==> config.mk <==
export PLATFORM = sky130hd
export DESIGN_NAME = battery_level_gauge
export DESIGN_NICKNAME = d
export VERILOG_FILES = /design/src/design/blg_pkg.sv /design/src/design/blg_div.sv /design/src/design/blg_bars.sv /design/src/design/battery_level_gauge.sv
export SDC_FILE = /design/constraint.sdc
export NUM_CORES = 1
export LEC_CHECK = 0
export BUFFER_PORTS_ARGS = -buffer_cell sky130_fd_sc_hd__buf_2
export CAP_MARGIN = 20
export CORE_MARGIN = 2
export CORE_UTILIZATION = 25
export DETAILED_ROUTE_END_ITERATION = 6
export PLACE_DENSITY = 0.43
export SLEW_MARGIN = 20
export SYNTH_ARGS = -nofsm -noshare
export SYNTH_HDL_FRONTEND = slang
export SYNTH_SLANG_ARGS = --single-unit
export TNS_END_PERCENT = 10
==> constraint.sdc <==
create_clock -name clk_i -period 7.85 [get_ports clk_i]
set_input_delay 0.785 -clock clk_i [delete_from_list [all_inputs] [get_ports clk_i]]
set_output_delay 0.785 -clock clk_i [all_outputs]
set_load 0.02 [all_outputs]
==> src/design/blg_pkg.sv <==
`timescale 1ns / 1ps

package blg_pkg;

  localparam int unsigned BURST_DEF     = 16;
  localparam int unsigned AVG_DEPTH_DEF = 8;

  localparam int unsigned PIN_W      = 12;
  localparam int unsigned MV_W       = 13;
  localparam int unsigned CAP_W      = 10;
  localparam int unsigned BARS_W     = 3;
  localparam int unsigned RATIO_W    = 14;
  localparam int unsigned RATIO_FRAC = 10;
  localparam int unsigned SUM_W      = 16;
  localparam int unsigned PROD_W     = SUM_W + RATIO_W;

  localparam logic [RATIO_W-1:0] RATIO_RST = RATIO_W'(2048);
  localparam logic [MV_W-1:0]    MV_MAX    = MV_W'(8191);
  localparam logic [CAP_W-1:0]   CAP_MAX   = CAP_W'(1000);

  // shared divider: numerator covers the scaled burst sum, divisor covers the widest span
  localparam int unsigned DIV_NW = PROD_W - RATIO_FRAC;
  localparam int unsigned DIV_DW = 9;

  // LiPo discharge curve
  localparam int unsigned CURVE_N = 8;
  localparam int unsigned SEG_W   = 3;
  localparam int unsigned DIFF_W  = 9;
  localparam int unsigned RISE_W  = 8;

  localparam logic [MV_W-1:0] CURVE_MV [CURVE_N] = '{
    13'd3000, 13'd3270, 13'd3530, 13'd3670, 13'd3790, 13'd3870, 13'd3980, 13'd4200
  };
  localparam logic [CAP_W-1:0] CURVE_PM [CURVE_N] = '{
    10'd0, 10'd50, 10'd100, 10'd300, 10'd500, 10'd750, 10'd900, 10'd1000
  };
  localparam logic [DIV_DW-1:0] CURVE_SPAN [CURVE_N-1] = '{
    9'd270, 9'd260, 9'd140, 9'd120, 9'd80, 9'd110, 9'd220
  };
  localparam logic [RISE_W-1:0] CURVE_RISE [CURVE_N-1] = '{
    8'd50, 8'd50, 8'd200, 8'd200, 8'd250, 8'd150, 8'd100
  };

  typedef struct packed {
    logic              start;
    logic [DIV_NW-1:0] num;
    logic [DIV_DW-1:0] den;
  } div_req_t;

  typedef struct packed {
    logic              done;
    logic [DIV_NW-1:0] quot;
  } div_rsp_t;

  typedef enum logic [2:0] {
    ST_IDLE,
    ST_MUL,
    ST_DIV_MV,
    ST_AVG,
    ST_DIV_AVG,
    ST_SEG,
    ST_DIV_CAP,
    ST_OUT
  } blg_state_e;

endpackage

==> src/design/blg_div.sv <==
`timescale 1ns / 1ps

module blg_div import blg_pkg::*; (
  input  logic     clk_i,
  input  logic     rst_ni,
  input  div_req_t req_i,
  output div_rsp_t rsp_o
);

  localparam int unsigned CNT_W = $clog2(DIV_NW + 1);

  logic              busy_q;
  logic              done_q;
  logic [CNT_W-1:0]  cnt_q;
  logic [DIV_NW-1:0] quot_q;
  logic [DIV_DW-1:0] rem_q;
  logic [DIV_DW-1:0] den_q;

  logic [DIV_DW:0]   rem_sh;
  logic [DIV_DW:0]   trial;
  logic              fits;

  // restoring division, one quotient bit per cycle
  always_comb begin
    rem_sh = {rem_q, quot_q[DIV_NW-1]};
    trial  = rem_sh - {1'b0, den_q};
    fits   = ~trial[DIV_DW];
  end

  always_ff @(posedge clk_i or negedge rst_ni) begin
    if (!rst_ni) begin
      busy_q <= 1'b0;
      done_q <= 1'b0;
      cnt_q  <= '0;
    end else if (req_i.start) begin
      busy_q <= 1'b1;
      done_q <= 1'b0;
      cnt_q  <= CNT_W'(DIV_NW);
    end else if (busy_q) begin
      cnt_q <= cnt_q - CNT_W'(1);
      if (cnt_q == CNT_W'(1)) begin
        busy_q <= 1'b0;
        done_q <= 1'b1;
      end
    end else begin
      done_q <= 1'b0;
    end
  end

  always_ff @(posedge clk_i) begin
    if (req_i.start) begin
      quot_q <= req_i.num;
      rem_q  <= '0;
      den_q  <= req_i.den;
    end else if (busy_q) begin
      rem_q  <= fits ? trial[DIV_DW-1:0] : rem_sh[DIV_DW-1:0];
      quot_q <= {quot_q[DIV_NW-2:0], fits};
    end
  end

  assign rsp_o.done = done_q;
  assign rsp_o.quot = quot_q;

  a_no_restart: assert property (@(posedge clk_i) disable iff (!rst_ni)
    req_i.start |-> !busy_q)
    else $error("divider restarted while busy");

  a_done_after_busy: assert property (@(posedge clk_i) disable iff (!rst_ni)
    done_q |-> $past(busy_q))
    else $error("divider done without a run");

  a_start_nonzero: assert property (@(posedge clk_i) disable iff (!rst_ni)
    req_i.start |-> (req_i.den != '0))
    else $error("divider started with zero divisor");

endmodule

==> src/design/blg_bars.sv <==
`timescale 1ns / 1ps

module blg_bars import blg_pkg::*; (
  input  logic              clk_i,
  input  logic              rst_ni,
  input  logic [CAP_W-1:0]  cap_i,
  input  logic              update_i,
  output logic [BARS_W-1:0] bars_o
);

  localparam logic [BARS_W-1:0] B0 = BARS_W'(0);
  localparam logic [BARS_W-1:0] B1 = BARS_W'(1);
  localparam logic [BARS_W-1:0] B2 = BARS_W'(2);
  localparam logic [BARS_W-1:0] B3 = BARS_W'(3);
  localparam logic [BARS_W-1:0] B4 = BARS_W'(4);

  logic [BARS_W-1:0] held_q;
  logic              known_q;
  logic [BARS_W-1:0] bars_d;

  always_comb begin
    bars_d = held_q;
    if (!known_q) begin
      priority if (cap_i >= CAP_W'(750)) bars_d = B4;
      else if (cap_i >= CAP_W'(500))     bars_d = B3;
      else if (cap_i >= CAP_W'(250))     bars_d = B2;
      else if (cap_i >= CAP_W'(100))     bars_d = B1;
      else                               bars_d = B0;
    end else begin
      // hysteresis: falls at most one step, rises straight to the highest threshold met; rising tests first
      priority if (held_q < B4 && cap_i >= CAP_W'(800)) bars_d = B4;
      else if (held_q < B3 && cap_i >= CAP_W'(550))     bars_d = B3;
      else if (held_q < B2 && cap_i >= CAP_W'(300))     bars_d = B2;
      else if (held_q < B1 && cap_i >= CAP_W'(150))     bars_d = B1;
      else if (held_q > B3 && cap_i < CAP_W'(700))      bars_d = B3;
      else if (held_q > B2 && cap_i < CAP_W'(450))      bars_d = B2;
      else if (held_q > B1 && cap_i < CAP_W'(200))      bars_d = B1;
      else if (held_q > B0 && cap_i < CAP_W'(50))       bars_d = B0;
      else                                              bars_d = held_q;
    end
  end

  always_ff @(posedge clk_i or negedge rst_ni) begin
    if (!rst_ni) begin
      held_q  <= B0;
      known_q <= 1'b0;
    end else if (update_i) begin
      held_q  <= bars_d;
      known_q <= 1'b1;
    end
  end

  assign bars_o = bars_d;

  a_bars_range: assert property (@(posedge clk_i) disable iff (!rst_ni)
    held_q <= B4)
    else $error("bar count out of range");

  a_one_step: assert property (@(posedge clk_i) disable iff (!rst_ni)
    (update_i && known_q && held_q < B4 && held_q > B0) |=>
      (held_q >= $past(held_q) - B1))
    else $error("hysteresis dropped more than one step");

endmodule

==> src/design/battery_level_gauge.sv <==
`timescale 1ns / 1ps

// channel | dir | handshake                 | word
// --------+-----+---------------------------+----------------------------------------------
// in      | in  | in_valid_i / in_ready_o   | pin_millivolts_i
// out     | out | out_valid_o / out_ready_i | battery_millivolts_o, capacity_permille_o,
//         |     |                           | level_bars_o
// cfg     | in  | cfg_we_i (no wait)        | cfg_wdata_i (divider_ratio_q10)
//
// Input words are taken only while the block is idle. After the word closing a burst, in_ready_o
// stays low through up to three passes through the shared bit-serial divider (scaling,
// averaging, interpolation) and until the result is loaded into the output register.
// Reset clears the control state; the ring memory is not cleared, only written entries are read.
// A stalled output word holds in the output register; the block waits for it to drain.

module battery_level_gauge import blg_pkg::*; #(
  parameter int unsigned BURST     = BURST_DEF,
  parameter int unsigned AVG_DEPTH = AVG_DEPTH_DEF
) (
  input  logic               clk_i,
  input  logic               rst_ni,
  input  logic               in_valid_i,
  output logic               in_ready_o,
  input  logic [PIN_W-1:0]   pin_millivolts_i,
  output logic               out_valid_o,
  input  logic               out_ready_i,
  output logic [MV_W-1:0]    battery_millivolts_o,
  output logic [CAP_W-1:0]   capacity_permille_o,
  output logic [BARS_W-1:0]  level_bars_o,
  input  logic               cfg_we_i,
  input  logic [RATIO_W-1:0] cfg_wdata_i
);

  localparam int unsigned BC_W  = (BURST > 1) ? $clog2(BURST) : 1;
  localparam int unsigned POS_W = (AVG_DEPTH > 1) ? $clog2(AVG_DEPTH) : 1;
  localparam int unsigned CNT_W = $clog2(AVG_DEPTH + 1);
  localparam int unsigned TOT_W = MV_W + $clog2(AVG_DEPTH);
  localparam int unsigned IP_W  = DIFF_W + RISE_W;

  blg_state_e state_q, state_d;

  logic [RATIO_W-1:0] ratio_q;
  logic [SUM_W-1:0]   sum_q;
  logic [BC_W-1:0]    burst_cnt_q;
  logic [POS_W-1:0]   pos_q;
  logic               ring_full_q;
  logic [TOT_W-1:0]   total_q;
  logic [CNT_W-1:0]   ring_cnt_q;
  logic [MV_W-1:0]    ring_rd_q;
  logic [MV_W-1:0]    avg_q;
  logic [SEG_W-1:0]   seg_q;
  logic [CAP_W-1:0]   cap_q;
  logic               out_valid_q;
  logic [MV_W-1:0]    out_mv_q;
  logic [CAP_W-1:0]   out_cap_q;
  logic [BARS_W-1:0]  out_bars_q;

  logic [MV_W-1:0]    ring_mem [AVG_DEPTH];

  logic               accept;
  logic               burst_end;
  logic [PROD_W-1:0]  scaled_prod;
  logic [MV_W-1:0]    mv_sat;
  logic [SEG_W-1:0]   seg_sel;
  logic               seg_below;
  logic               seg_above;
  logic [MV_W-1:0]    seg_diff;
  logic [IP_W-1:0]    interp_prod;
  logic [BARS_W-1:0]  bars_next;
  logic               ld_mv;
  logic               ld_avg;
  logic               ld_seg;
  logic               ld_cap;
  logic               ld_out;
  div_req_t           div_req;
  div_rsp_t           div_rsp;

  assign in_ready_o = (state_q == ST_IDLE);
  assign accept     = in_valid_i & in_ready_o;
  assign burst_end  = (burst_cnt_q == BC_W'(BURST - 1));

  assign scaled_prod = PROD_W'(sum_q) * PROD_W'(ratio_q);
  assign mv_sat = (div_rsp.quot > DIV_NW'(MV_MAX)) ? MV_MAX : div_rsp.quot[MV_W-1:0];

  always_comb begin
    seg_sel = '0;
    for (int i = int'(CURVE_N) - 2; i >= 0; i--) begin
      if (avg_q < CURVE_MV[i+1]) seg_sel = SEG_W'(i);
    end
  end

  assign seg_below   = (avg_q <= CURVE_MV[0]);
  assign seg_above   = (avg_q >= CURVE_MV[CURVE_N-1]);
  assign seg_diff    = avg_q - CURVE_MV[seg_sel];
  assign interp_prod = IP_W'(seg_diff[DIFF_W-1:0]) * IP_W'(CURVE_RISE[seg_sel]);

  always_ff @(posedge clk_i or negedge rst_ni) begin
    if (!rst_ni) begin
      state_q <= ST_IDLE;
    end else begin
      state_q <= state_d;
    end
  end

  always_comb begin
    state_d = state_q;
    div_req = '0;
    ld_mv   = 1'b0;
    ld_avg  = 1'b0;
    ld_seg  = 1'b0;
    ld_cap  = 1'b0;
    ld_out  = 1'b0;
    unique case (state_q)
      ST_IDLE: begin
        if (accept && burst_end) state_d = ST_MUL;
      end
      ST_MUL: begin
        div_req.start = 1'b1;
        div_req.num   = scaled_prod[PROD_W-1:RATIO_FRAC];
        div_req.den   = DIV_DW'(BURST);
        state_d       = ST_DIV_MV;
      end
      ST_DIV_MV: begin
        if (div_rsp.done) begin
          ld_mv   = 1'b1;
          state_d = ST_AVG;
        end
      end
      ST_AVG: begin
        div_req.start = 1'b1;
        div_req.num   = DIV_NW'(total_q);
        div_req.den   = DIV_DW'(ring_cnt_q);
        state_d       = ST_DIV_AVG;
      end
      ST_DIV_AVG: begin
        if (div_rsp.done) begin
          ld_avg  = 1'b1;
          state_d = ST_SEG;
        end
      end
      ST_SEG: begin
        ld_seg = 1'b1;
        if (seg_below || seg_above) begin
          state_d = ST_OUT;
        end else begin
          div_req.start = 1'b1;
          div_req.num   = DIV_NW'(interp_prod);
          div_req.den   = CURVE_SPAN[seg_sel];
          state_d       = ST_DIV_CAP;
        end
      end
      ST_DIV_CAP: begin
        if (div_rsp.done) begin
          ld_cap  = 1'b1;
          state_d = ST_OUT;
        end
      end
      ST_OUT: begin
        if (!out_valid_q || out_ready_i) begin
          ld_out  = 1'b1;
          state_d = ST_IDLE;
        end
      end
      default: state_d = ST_IDLE;
    endcase
  end

  always_ff @(posedge clk_i or negedge rst_ni) begin
    if (!rst_ni) begin
      ratio_q     <= RATIO_RST;
      sum_q       <= '0;
      burst_cnt_q <= '0;
      pos_q       <= '0;
      ring_full_q <= 1'b0;
      total_q     <= '0;
      ring_cnt_q  <= '0;
      out_valid_q <= 1'b0;
    end else begin
      if (cfg_we_i) ratio_q <= cfg_wdata_i;
      if (accept) begin
        sum_q       <= sum_q + SUM_W'(pin_millivolts_i);
        burst_cnt_q <= burst_end ? '0 : burst_cnt_q + BC_W'(1);
      end else if (state_q == ST_MUL) begin
        sum_q <= '0;
      end
      if (ld_mv) begin
        total_q <= total_q - (ring_full_q ? TOT_W'(ring_rd_q) : '0) + TOT_W'(mv_sat);
        if (ring_full_q || pos_q == POS_W'(AVG_DEPTH - 1)) begin
          ring_cnt_q <= CNT_W'(AVG_DEPTH);
        end else begin
          ring_cnt_q <= CNT_W'(pos_q) + CNT_W'(1);
        end
        if (pos_q == POS_W'(AVG_DEPTH - 1)) begin
          pos_q       <= '0;
          ring_full_q <= 1'b1;
        end else begin
          pos_q <= pos_q + POS_W'(1);
        end
      end
      if (ld_out) begin
        out_valid_q <= 1'b1;
      end else if (out_ready_i) begin
        out_valid_q <= 1'b0;
      end
    end
  end

  always_ff @(posedge clk_i) begin
    ring_rd_q <= ring_mem[pos_q];
    if (ld_mv) ring_mem[pos_q] <= mv_sat;
  end

  always_ff @(posedge clk_i) begin
    if (ld_avg) avg_q <= div_rsp.quot[MV_W-1:0];
    if (ld_seg) begin
      seg_q <= seg_sel;
      cap_q <= seg_above ? CAP_MAX : '0;
    end
    if (ld_cap) cap_q <= CURVE_PM[seg_q] + div_rsp.quot[CAP_W-1:0];
    if (ld_out) begin
      out_mv_q   <= avg_q;
      out_cap_q  <= cap_q;
      out_bars_q <= bars_next;
    end
  end

  blg_div u_div (
    .clk_i  (clk_i),
    .rst_ni (rst_ni),
    .req_i  (div_req),
    .rsp_o  (div_rsp)
  );

  blg_bars u_bars (
    .clk_i    (clk_i),
    .rst_ni   (rst_ni),
    .cap_i    (cap_q),
    .update_i (ld_out),
    .bars_o   (bars_next)
  );

  assign out_valid_o          = out_valid_q;
  assign battery_millivolts_o = out_mv_q;
  assign capacity_permille_o  = out_cap_q;
  assign level_bars_o         = out_bars_q;

  a_div_done_waited: assert property (@(posedge clk_i) disable iff (!rst_ni)
    div_rsp.done |->
      (state_q == ST_DIV_MV || state_q == ST_DIV_AVG || state_q == ST_DIV_CAP))
    else $error("divider result arrived with no pending request");

  a_ring_full_sticky: assert property (@(posedge clk_i) disable iff (!rst_ni)
    ring_full_q |=> ring_full_q)
    else $error("ring full flag dropped");

  a_burst_close: assert property (@(posedge clk_i) disable iff (!rst_ni)
    (accept && burst_end) |=> (state_q == ST_MUL && burst_cnt_q == '0))
    else $error("burst close did not start scaling");

  a_cap_range: assert property (@(posedge clk_i) disable iff (!rst_ni)
    (state_q == ST_OUT) |-> (cap_q <= CAP_MAX))
    else $error("capacity above full scale");

endmodule
Yosys cells after proc, flatten, opt, wreduce, memory -nomap -nowiden. Memory sizes are Yosys's and may differ from the RTL's. A register that Yosys moved wholly into a read port is not among the register bits. Index checks and enable logic that the tools add are counted. Widths: inputs -> output; s select.

Order comparisons: 32. $add $sub $neg: 10. Multipliers: 2. Muxes and demuxes: 69. Reduce and logical (&&, ||, !) cells: 20. Eq/ne operators: 16. Divide/modulo/power cells: 0. Shift-type cells: 0. Bitwise logic cells: 4.

Operators by type and width (count): $pmux 30 s3 (1); $lt 13x12->1 const B (6); $mux 3 (25); $mux 10 (5); $mux 9 (5); $mux 20 (2); $mux 16 (2); $ge 10x10->1 const B (3); $mul 16x14->30 (1); $mux 30 (1); $mux 13 (2); $pmux 3 s8 (1); $ge 10x8->1 const B (2); $ge 10x9->1 const B (2); $gt 20x13->1 const B (1); $mux 1 (19); $mul 9x8->17 (1); $add 16x12->16 (1); $add 16x13->16 (1); $mux 8 (2); $sub 16x13->16 (1); $eq 3x3->1 const B (5); $ge 13x13->1 const B (1); $le 13x12->1 const B (1); other kinds (38) (62).

Output and inout port bits: 28. Latch bits: 0. Memories kept: 5. RAM bits: 104. Register bits: 163. ROM bits: 320. Bits of input ports: 31.

Memory list: (no name shown) (depth 8, width 13, read ports 1, clocked after Yosys merged registers in 0, write ports 0, line battery_level_gauge.sv:94) `assign seg_diff = avg_q - CURVE_MV[seg_sel];`; ring_mem (depth 8, width 13, read ports 1, clocked after Yosys merged registers in 1, write ports 1, line battery_level_gauge.sv:58) `logic [MV_W-1:0] ring_mem [AVG_DEPTH];`; (no name shown) (depth 8, width 10, read ports 1, clocked after Yosys merged registers in 0, write ports 0, line battery_level_gauge.sv:219) `if (ld_cap) cap_q <= CURVE_PM[seg_q] + div_rsp.quot[CAP_W-1:0];`; (no name shown) (depth 8, width 9, read ports 1, clocked after Yosys merged registers in 0, write ports 0, line battery_level_gauge.sv:148) `div_req.den = CURVE_SPAN[seg_sel];`; (no name shown) (depth 8, width 8, read ports 1, clocked after Yosys merged registers in 0, write ports 0, line battery_level_gauge.sv:95) `assign interp_prod = IP_W'(seg_diff[DIFF_W-1:0]) * IP_W'(CURVE_RISE[seg_sel]);`.

Depth between registers and ports, before layout. Gate-level depths: netlist of run 1.

Depth in word-level cells: 17. Gate-level depth with buffers: 34.

Cells and area by module. A second synthesis of run 1 with hierarchy kept.

Cell total of the unflattened synthesis: 2210. Area, all modules: 23117.2 sq um.

Modules (own cells, without submodules): battery_level_gauge (area each 20264.4 sq um, sequential area each 6497.5 sq um, times used 1, cells each 1948); blg_div (area each 2297.2 sq um, sequential area each 1226.2 sq um, times used 1, cells each 187); blg_bars (area each 555.5 sq um, sequential area each 100.1 sq um, times used 1, cells each 75).

Worst setup path after synthesis of run 1. Ideal clock, no wire load.

Path type: register to register. Start: register avg_q[3]. End: register u_div.quot_q[16] (data pin). Arrival: 7.394 ns. Path slack: 0.190 ns. Setup time: 0.265 ns. Clock period less this slack: 7.660 ns. Data required time: 7.585 ns. Stages on the path, launching flop included: 34. Cell sequence: edfxtp_1 clkbuf_1 a2111o_1 a31oi_2 nand2_1 and2_1 o21ai_1 and2_1 inv_1 ha_1 a21o_1 ha_1 o21ai_0 nand2b_1 a21o_1 a21oi_1 xor2_1 or2_2 fa_1 inv_1 fa_1 fa_1 inv_1 fa_1 inv_1 ha_1 or3_1 o21ai_0 a21oi_1 a41o_1 o41a_1 xnor2_1 a222oi_1 nand2_1.

RTL lines: from (decl) (line battery_level_gauge.sv:50) `logic [MV_W-1:0] avg_q;`; from (signal assigned) (line battery_level_gauge.sv:214) `if (ld_avg) avg_q <= div_rsp.quot[MV_W-1:0];`; $lt 13x12->1 (line battery_level_gauge.sv:88) `if (avg_q < CURVE_MV[i+1]) seg_sel = SEG_W'(i);`; $mux 3 (5 in a row) (line battery_level_gauge.sv:88); $mux 3 * (line battery_level_gauge.sv:88); named net seg_sel[0] (line battery_level_gauge.sv:64) `logic [SEG_W-1:0] seg_sel;`; $not 3->4 (implied by the code) * (line battery_level_gauge.sv:94, battery_level_gauge.sv:95); $mem_v2 8x13; $mux 9 (implied by the code) (2 in a row) (line battery_level_gauge.sv:94); $sub 9x9->9 (line battery_level_gauge.sv:94); $mul 9x8->17 * (line battery_level_gauge.sv:95); $mux 30 * (line battery_level_gauge.sv:143) `if (seg_below || seg_above) begin`; $pmux 30 s3 * (line battery_level_gauge.sv:113) `unique case (state_q)`; $mux 20 * (line blg_div.sv:51) `if (req_i.start) begin`; to (signal assigned) (line blg_div.sv:52) `quot_q <= req_i.num;`; to (signal assigned) (line blg_div.sv:57) `quot_q <= {quot_q[DIV_NW-2:0], fits};`; to (decl) (line blg_div.sv:15) `logic [DIV_NW-1:0] quot_q;`.

Mark *: on every way through the listed nets, which the timed path passes. The rest lies on a longest branch. The select of a mux whose other input is x is not followed. A chain may end at the register's enable or synchronous reset.

Final worst setup path of run 1. Ends and elaborated chain as after synthesis.

==> run summary, run 1 <==
All-Layer GR Usage = 13.1%
Final min period = 7440 ps
Buffers on Ports = 58
Reg2Reg Setup Slack = 410 ps
Reg area = 0.00783 mm²
Syn Std Cell Area = 0.0229 mm²
Tightest Hold Check Type = input port to asynchronous set/reset pin
Hold Vio Cnt, Final = 0
Critical Path Source Type = flop
clk_skew = 18.3 ps
Largest delay share family, worst path = adder cells
final instance area = 0.0260 mm²
worst setup path startpoint = avg_q[3]
sequential area share after synthesis = 34.2%
share of layout cells above drive strength 1 = 11.2%
end of the worst register-to-register path = u_div.quot_q[16]
Worst R2R Path Depth = 32
Sink Count = 280
Placed Area = 0.0246 mm²
crit path capture = u_div.quot_q[16]
final setup vio count = 0
part of the cycle the worst path needs = 94.8%
DIE WIDTH = 306 µm
drt drc = 0
DR WL/cell = 17.4 µm
Post-synth EDFFs = 185
Largest stage delay, worst path = 530 ps
net count after synthesis = 2653
Total Routed Length = 60.2 mm
largest net degree at the start of global routing = 59
Fillers = 9371
Critical Path Fanout Max = 3
number of CTS-inserted buffers = 35
CTS root buffer = clkbuf_16
Worst path slowest cell = fa_1
Reg-to-Reg Start = avg_q[3]
crit end category = flop
Die ar. = 0.0939 mm²
yosys warns = 0
Main synth FF type = edfxtp_1
Clock Latency Late Sink = 570 ps
Die H = 306 µm
Post-Syn Area per Cell = 10.3 µm²
Post-synth ARST share = 26.1%
most frequent cells in the layout = 268 x inv_1, 254 x nand2_1, 215 x fa_1
antenna-violating nets left = 0
Worst Path Buf+Inv = 4
Slew Viols, Final = 0
Max clock buf depth = 3
RePlAce Congestion = 0.833
Setup TNS = 0 ps
Post-Syn Instances = 2215
global-route wire length before repair = 96.7 mm
fin nets = 2700
Antenna diodes = 0
core area = 0.0903 mm²
number of global-route vias before repair = 16800
CTS tree = built
worst path arrival time = 7750 ps
#FFs+latches synth = 280
Avg Vias per Cell = 4.62
HPWL after DPL = 44.8 mm
critical path depth = 32
Cell variety after synth = 77
MaxCap Viol Count = 0
initial antenna violation count = 2
Achievable Freq = 134 MHz
Initial Utilization = 25.3%
gr ovfl total = 0
commonest non-fill, non-tap cell in the layout = inv_1
Multi-input gate area = 0.0138 mm²
H-tree levels = 2
cell row count = 110
1st-pass router iterations = 6
Max-slew headroom = 30.3%
Least-Margin Pin Slew = 1040 ps
Initial DRC Count = 957
status = complete, no violations
CP required = 8150 ps
critical path class = flop to flop
vias = 16000
Clk pin slew, worst setup/hold paths = 60 ps
Layout area overhead = 13.5%
Ports = 59
-- registers in the layout (all words and copies together), names as in the netlist, 10 cells and up --
| signal | flops |
|---|---|
| avg_q | 13 |
| battery_millivolts_o | 13 |
| cap_q | 10 |
| capacity_permille_o | 10 |
| ratio_q | 14 |
| ring_mem | 104 |
| ring_rd_q | 13 |
| sum_q | 16 |
| total_q | 16 |
| u_div.quot_q | 20 |
-- how the worst min path moves through the flow --
stage	startpoint	cells after the start	to	slack [ps]
final	rst_ni	1	u_div.busy_q	120
after global routing	rst_ni	1	u_bars.held_q[2]	110
after CTS	rst_ni	1	u_bars.held_q[1]	100
after detailed placement	cap_q[0]	0	capacity_permille_o[0]	420
after global placement	cap_q[0]	0	capacity_permille_o[0]	410
after floorplan	cap_q[0]	0	capacity_permille_o[0]	400
-- area by class of cell --
class / count / area share (%)
clock inverter: 21 / 1.10
multi-input combinational: 1568 / 53.1
inverter: 271 / 3.92
tap: 1176 / 5.67
clock buffer: 43 / 3.49
timing repair buffer: 106 / 2.55
sequential: 280 / 30.1
-- synth_stat cells, drive strengths merged, types with 11 or more instances --
cell / instances / area share [%]
inv: 270 / 4.4
nand2: 254 / 4.2
fa: 216 / 19
ha: 191 / 10
edfxtp: 185 / 24
nor2: 128 / 2.1
o21ai: 102 / 2.2
and2: 94 / 2.6
clkbuf: 88 / 1.4
a21oi: 83 / 1.8
dfrtp: 72 / 7.9
xnor2: 45 / 1.7
nand3: 44 / 0.96
a21o: 38 / 1.2
mux2: 31 / 1.5
nor3: 29 / 0.63
or2: 28 / 0.77
xor2: 27 / 1.0
dfxtp: 22 / 1.9
mux2i: 21 / 0.92
and3: 17 / 0.46
nor2b: 16 / 0.44
a31oi: 14 / 0.41
o31ai: 14 / 0.46
a221oi: 12 / 0.46
a222oi: 11 / 0.48
o21a: 11 / 0.39
-- routing by layer --
metal  global-route usage (%)  vias to the layer above  routed length (µm)  share of wire, %
met4                     3.84                        0                1540               2.6
met3                     1.85                       75                2240               3.7
met2                     21.2                      295               27500                46
li1                         -                     7647                   -                 -
met5                        0                        -                   0                 0
met1                     18.1                     8007               28900                48
-- cell families (layout without fill, tap and decap cells) --
kind of cell	Yosys count	count (layout)	synth area share, %
buffers and inverters	367	441	6.07
muxes	61	61	3.33
and+or+nand+nor	647	647	13.2
xor gates and xnor gates	73	73	2.86
adders and majority gates	407	407	29.4
AOI/OAI and AO/OA	380	380	11.0
DFF	280	280	34.2
-- stage by stage --
| step | setup slack [ps] | utilization [%] | hold slack, ps | std cells |
|---|---|---|---|---|
| after CTS | 72.8 | 28.6 | 101 | 3459 |
| after detailed placement | 114 | 27.3 | 422 | 3395 |
| after global placement | 117 | 27.3 | 410 | 3395 |
| final | 408 | 28.7 | 122 | 3465 |
| after global routing | -8.57 | 28.7 | 112 | 3465 |
| after floorplan | 190 | - | 400 | 2215 |
-- timing repair --
item / CTS / global route
resized for setup: 0 / 23
endpoints found under the setup margin: 0 / 4
hold buffers: 0 / 0
setup buffers: 0 / 6
Power of run 1 is not shown: default switching activity piles up to over one toggle a cycle in this logic, so the estimate is an artifact.
==> run 2: changes to the inputs <==
Settings changed: CTS_BUF_LIST set to sky130_fd_sc_hd__clkbuf_4 sky130_fd_sc_hd__clkbuf_8.
==> run 2 against run 1 <==
  * Hold slack improved by 260 ps
  * Non-clock buffer count grew 5
  * Critical path depth did not move
  * Maximum frequency shrank 0.13%
  * Wire length grew 0.17%
  * Count of clock-buffer cells in the layout rose by 26
  * Flip-flop and latch count stayed put
  * Die area unchanged
  * Register-to-register slack is essentially flat
  * Global-route usage about the same
  * Clock skew increased by 12 ps
  * Sequential share of layout area is essentially flat
  * Critical path type unchanged
  * Highest routed layer unchanged
==> run summary, run 2 (synthesis results as in run 1) <==
Most common cell on crit path = fa_1
All-Layer GR Usage = 13.1% (about the same)
Buffers on Ports = 58 (unchanged)
Ports = 59 (unchanged)
largest net degree at the start of global routing = 59 (unchanged)
RePlAce Congestion = 0.833 (unchanged)
DR top layer = met4 (unchanged)
Metal-1 WL = 28.6 mm (was 28.9 mm)
1st-pass router iterations = 5 (was 6)
worst path arrival time = 7830 ps (was 7750 ps)
Top Registers = ring_mem (104), u_div.quot_q (20) (unchanged)
Die H = 306 µm (unchanged)
final setup vio count = 0 (unchanged)
initial antenna violation count = 3 (was 2)
routed wl met3 = 2.65 mm (was 2.24 mm)
number of CTS-inserted buffers = 54 (was 35)
critical path class = flop to flop (unchanged)
CTS root buffer = clkbuf_8 (was clkbuf_16)
commonest non-fill, non-tap cell in the layout = inv_1 (unchanged)
cell row count = 110 (unchanged)
Clk pin slew, worst setup/hold paths = 60 ps (about the same)
Max clock buf depth = 3 (unchanged)
Min Hold Slack = 384 ps (was 122 ps)
number of global-route vias before repair = 17000 (was 16800)
Layout area overhead = 13.4% (was 13.5%)
Final min period = 7450 ps (was 7440 ps)
Setup TNS = 0 ps (unchanged)
global-route wire length before repair = 97.2 mm (was 96.7 mm)
part of the cycle the worst path needs = 94.9% (was 94.8%)
share of layout cells above drive strength 1 = 12.9% (was 11.2%)
Avg Vias per Cell = 4.61 (was 4.62)
wire length on met2 = 27.7 mm (was 27.5 mm)
Worst path slowest cell = fa_1 (unchanged)
Hold Vio Cnt, Final = 0 (unchanged)
status = complete, no violations (unchanged)
clk_skew = 30.6 ps (was 18.3 ps)
CP required = 8230 ps (was 8150 ps)
Post-Place Worst Slack = 114 ps (unchanged)
Tightest Hold Check Type = input port to flop (was input port to asynchronous set/reset pin)
vias = 16200 (was 16000)
HPWL after DPL = 44.8 mm (unchanged)
Initial Utilization = 25.3% (unchanged)
Initial DRC Count = 995 (was 957)
drt drc = 0 (unchanged)
antenna-violating nets left = 0 (unchanged)
Max-slew headroom = 30.7% (was 30.3%)
max reg flops = 104 (unchanged)
Slew Viols, Final = 0 (unchanged)
Clock Latency Late Sink = 650 ps (was 570 ps)
Fillers = 9417 (was 9371)
DIE WIDTH = 306 µm (unchanged)
CTS tree = built (unchanged)
Least-Margin Pin Slew = 1040 ps (about the same)
Critical Path Fanout Max = 10 (was 3)
DR WL/cell = 17.2 µm (was 17.4 µm)
gr ovfl total = 0 (unchanged)
Critical Path Source Type = flop (unchanged)
most frequent cells in the layout = 267 x inv_1, 254 x nand2_1, 215 x fa_1 (was 268 x inv_1, 254 x nand2_1, 215 x fa_1)
fin nets = 2724 (was 2700)
setup slack after layout = 398 ps (was 408 ps)
Achievable Freq = 134 MHz (about the same)
Total Routed Length = 60.3 mm (was 60.2 mm)
crit end category = flop (unchanged)
H-tree levels = 2 (unchanged)
Die ar. = 0.0939 mm² (unchanged)
Sink Count = 280 (unchanged)
Largest Register = ring_mem (unchanged)
Largest stage delay, worst path = 530 ps (about the same)
core area = 0.0903 mm² (unchanged)
MaxCap Viol Count = 0 (unchanged)
==> run 2: changes by cell type in the layout (fill, tap and decap cells not counted), sizes merged <==
cell,before,now
diode,0,1
clkbuf,43,69
bufinv,6,3
buf,106,110
dlygate4sd3,0,1
clkinv,11,25
==> run 2: what timing repair did <==
action,4_1_cts,5_1_grt
hold buffers,1,0
resized for setup,0,25
buffers inserted,0,10
setup endpoints to repair,0,4
hold endpoints to repair,15,0
==> run 2: stage by stage <==
stage / cell area (µm²) / util [%] / instances
6_report: 25900 / 28.7 / 3508
5_1_grt: 25900 / 28.7 / 3508
4_1_cts: 25800 / 28.6 / 3497
2_1_floorplan: 22900 / - / 2215
3_5_place_dp: 24600 / 27.3 / 3395
3_3_place_gp: 24600 / 27.3 / 3395
==> run 2: worst paths after layout <==
kind                                      from                      to  slack, ps  cells past startpoint
worst min register to register        cap_q[0]  capacity_permille_o[0]        430                      0
worst min-delay path            cfg_wdata_i[6]              ratio_q[6]        380                      2
max in group asynchronous               rst_ni              ratio_q[5]       6040                      3
worst max-delay path                  avg_q[4]        u_div.quot_q[16]        400                     32
worst max register to register        avg_q[4]        u_div.quot_q[16]        400                     32
min in group asynchronous               rst_ni          u_div.cnt_q[3]        600                      2
==> run 2: area by class of cell <==
class	instances	area (µm²)	share of cell area, %
Multi-Input combinational cell	1568	13800	53.2
Sequential cell	280	7830	30.2
Tap cell	1176	1470	5.67
Inverter	271	1020	3.92
Clock buffer	69	881	3.40
Timing Repair Buffer	111	701	2.70
Clock inverter	32	254	0.979
Antenna cell	1	2.50	0.00965
==> run 2: metal layers <==
metal | vias to the layer above | GRT usage, %
met2 | 323 | 21.4
met5 | - | 0
met3 | 71 | 2.10
li1 | 7711 | -
met1 | 8052 | 17.9
met4 | 0 | 3.37
==> run 2: critical path: cells and delay by family, from the launching register on <==
kind,cells,cell delay (ps)
XOR/XNOR,2,310
flip-flops,1,420
AND/OR/NAND/NOR,8,1520
adder cells (fa/ha/maj),7,2860
buffers and inverters,5,520
AO/OA/AOI/OAI,10,1580
Power of run 2 is left out for the same reason.
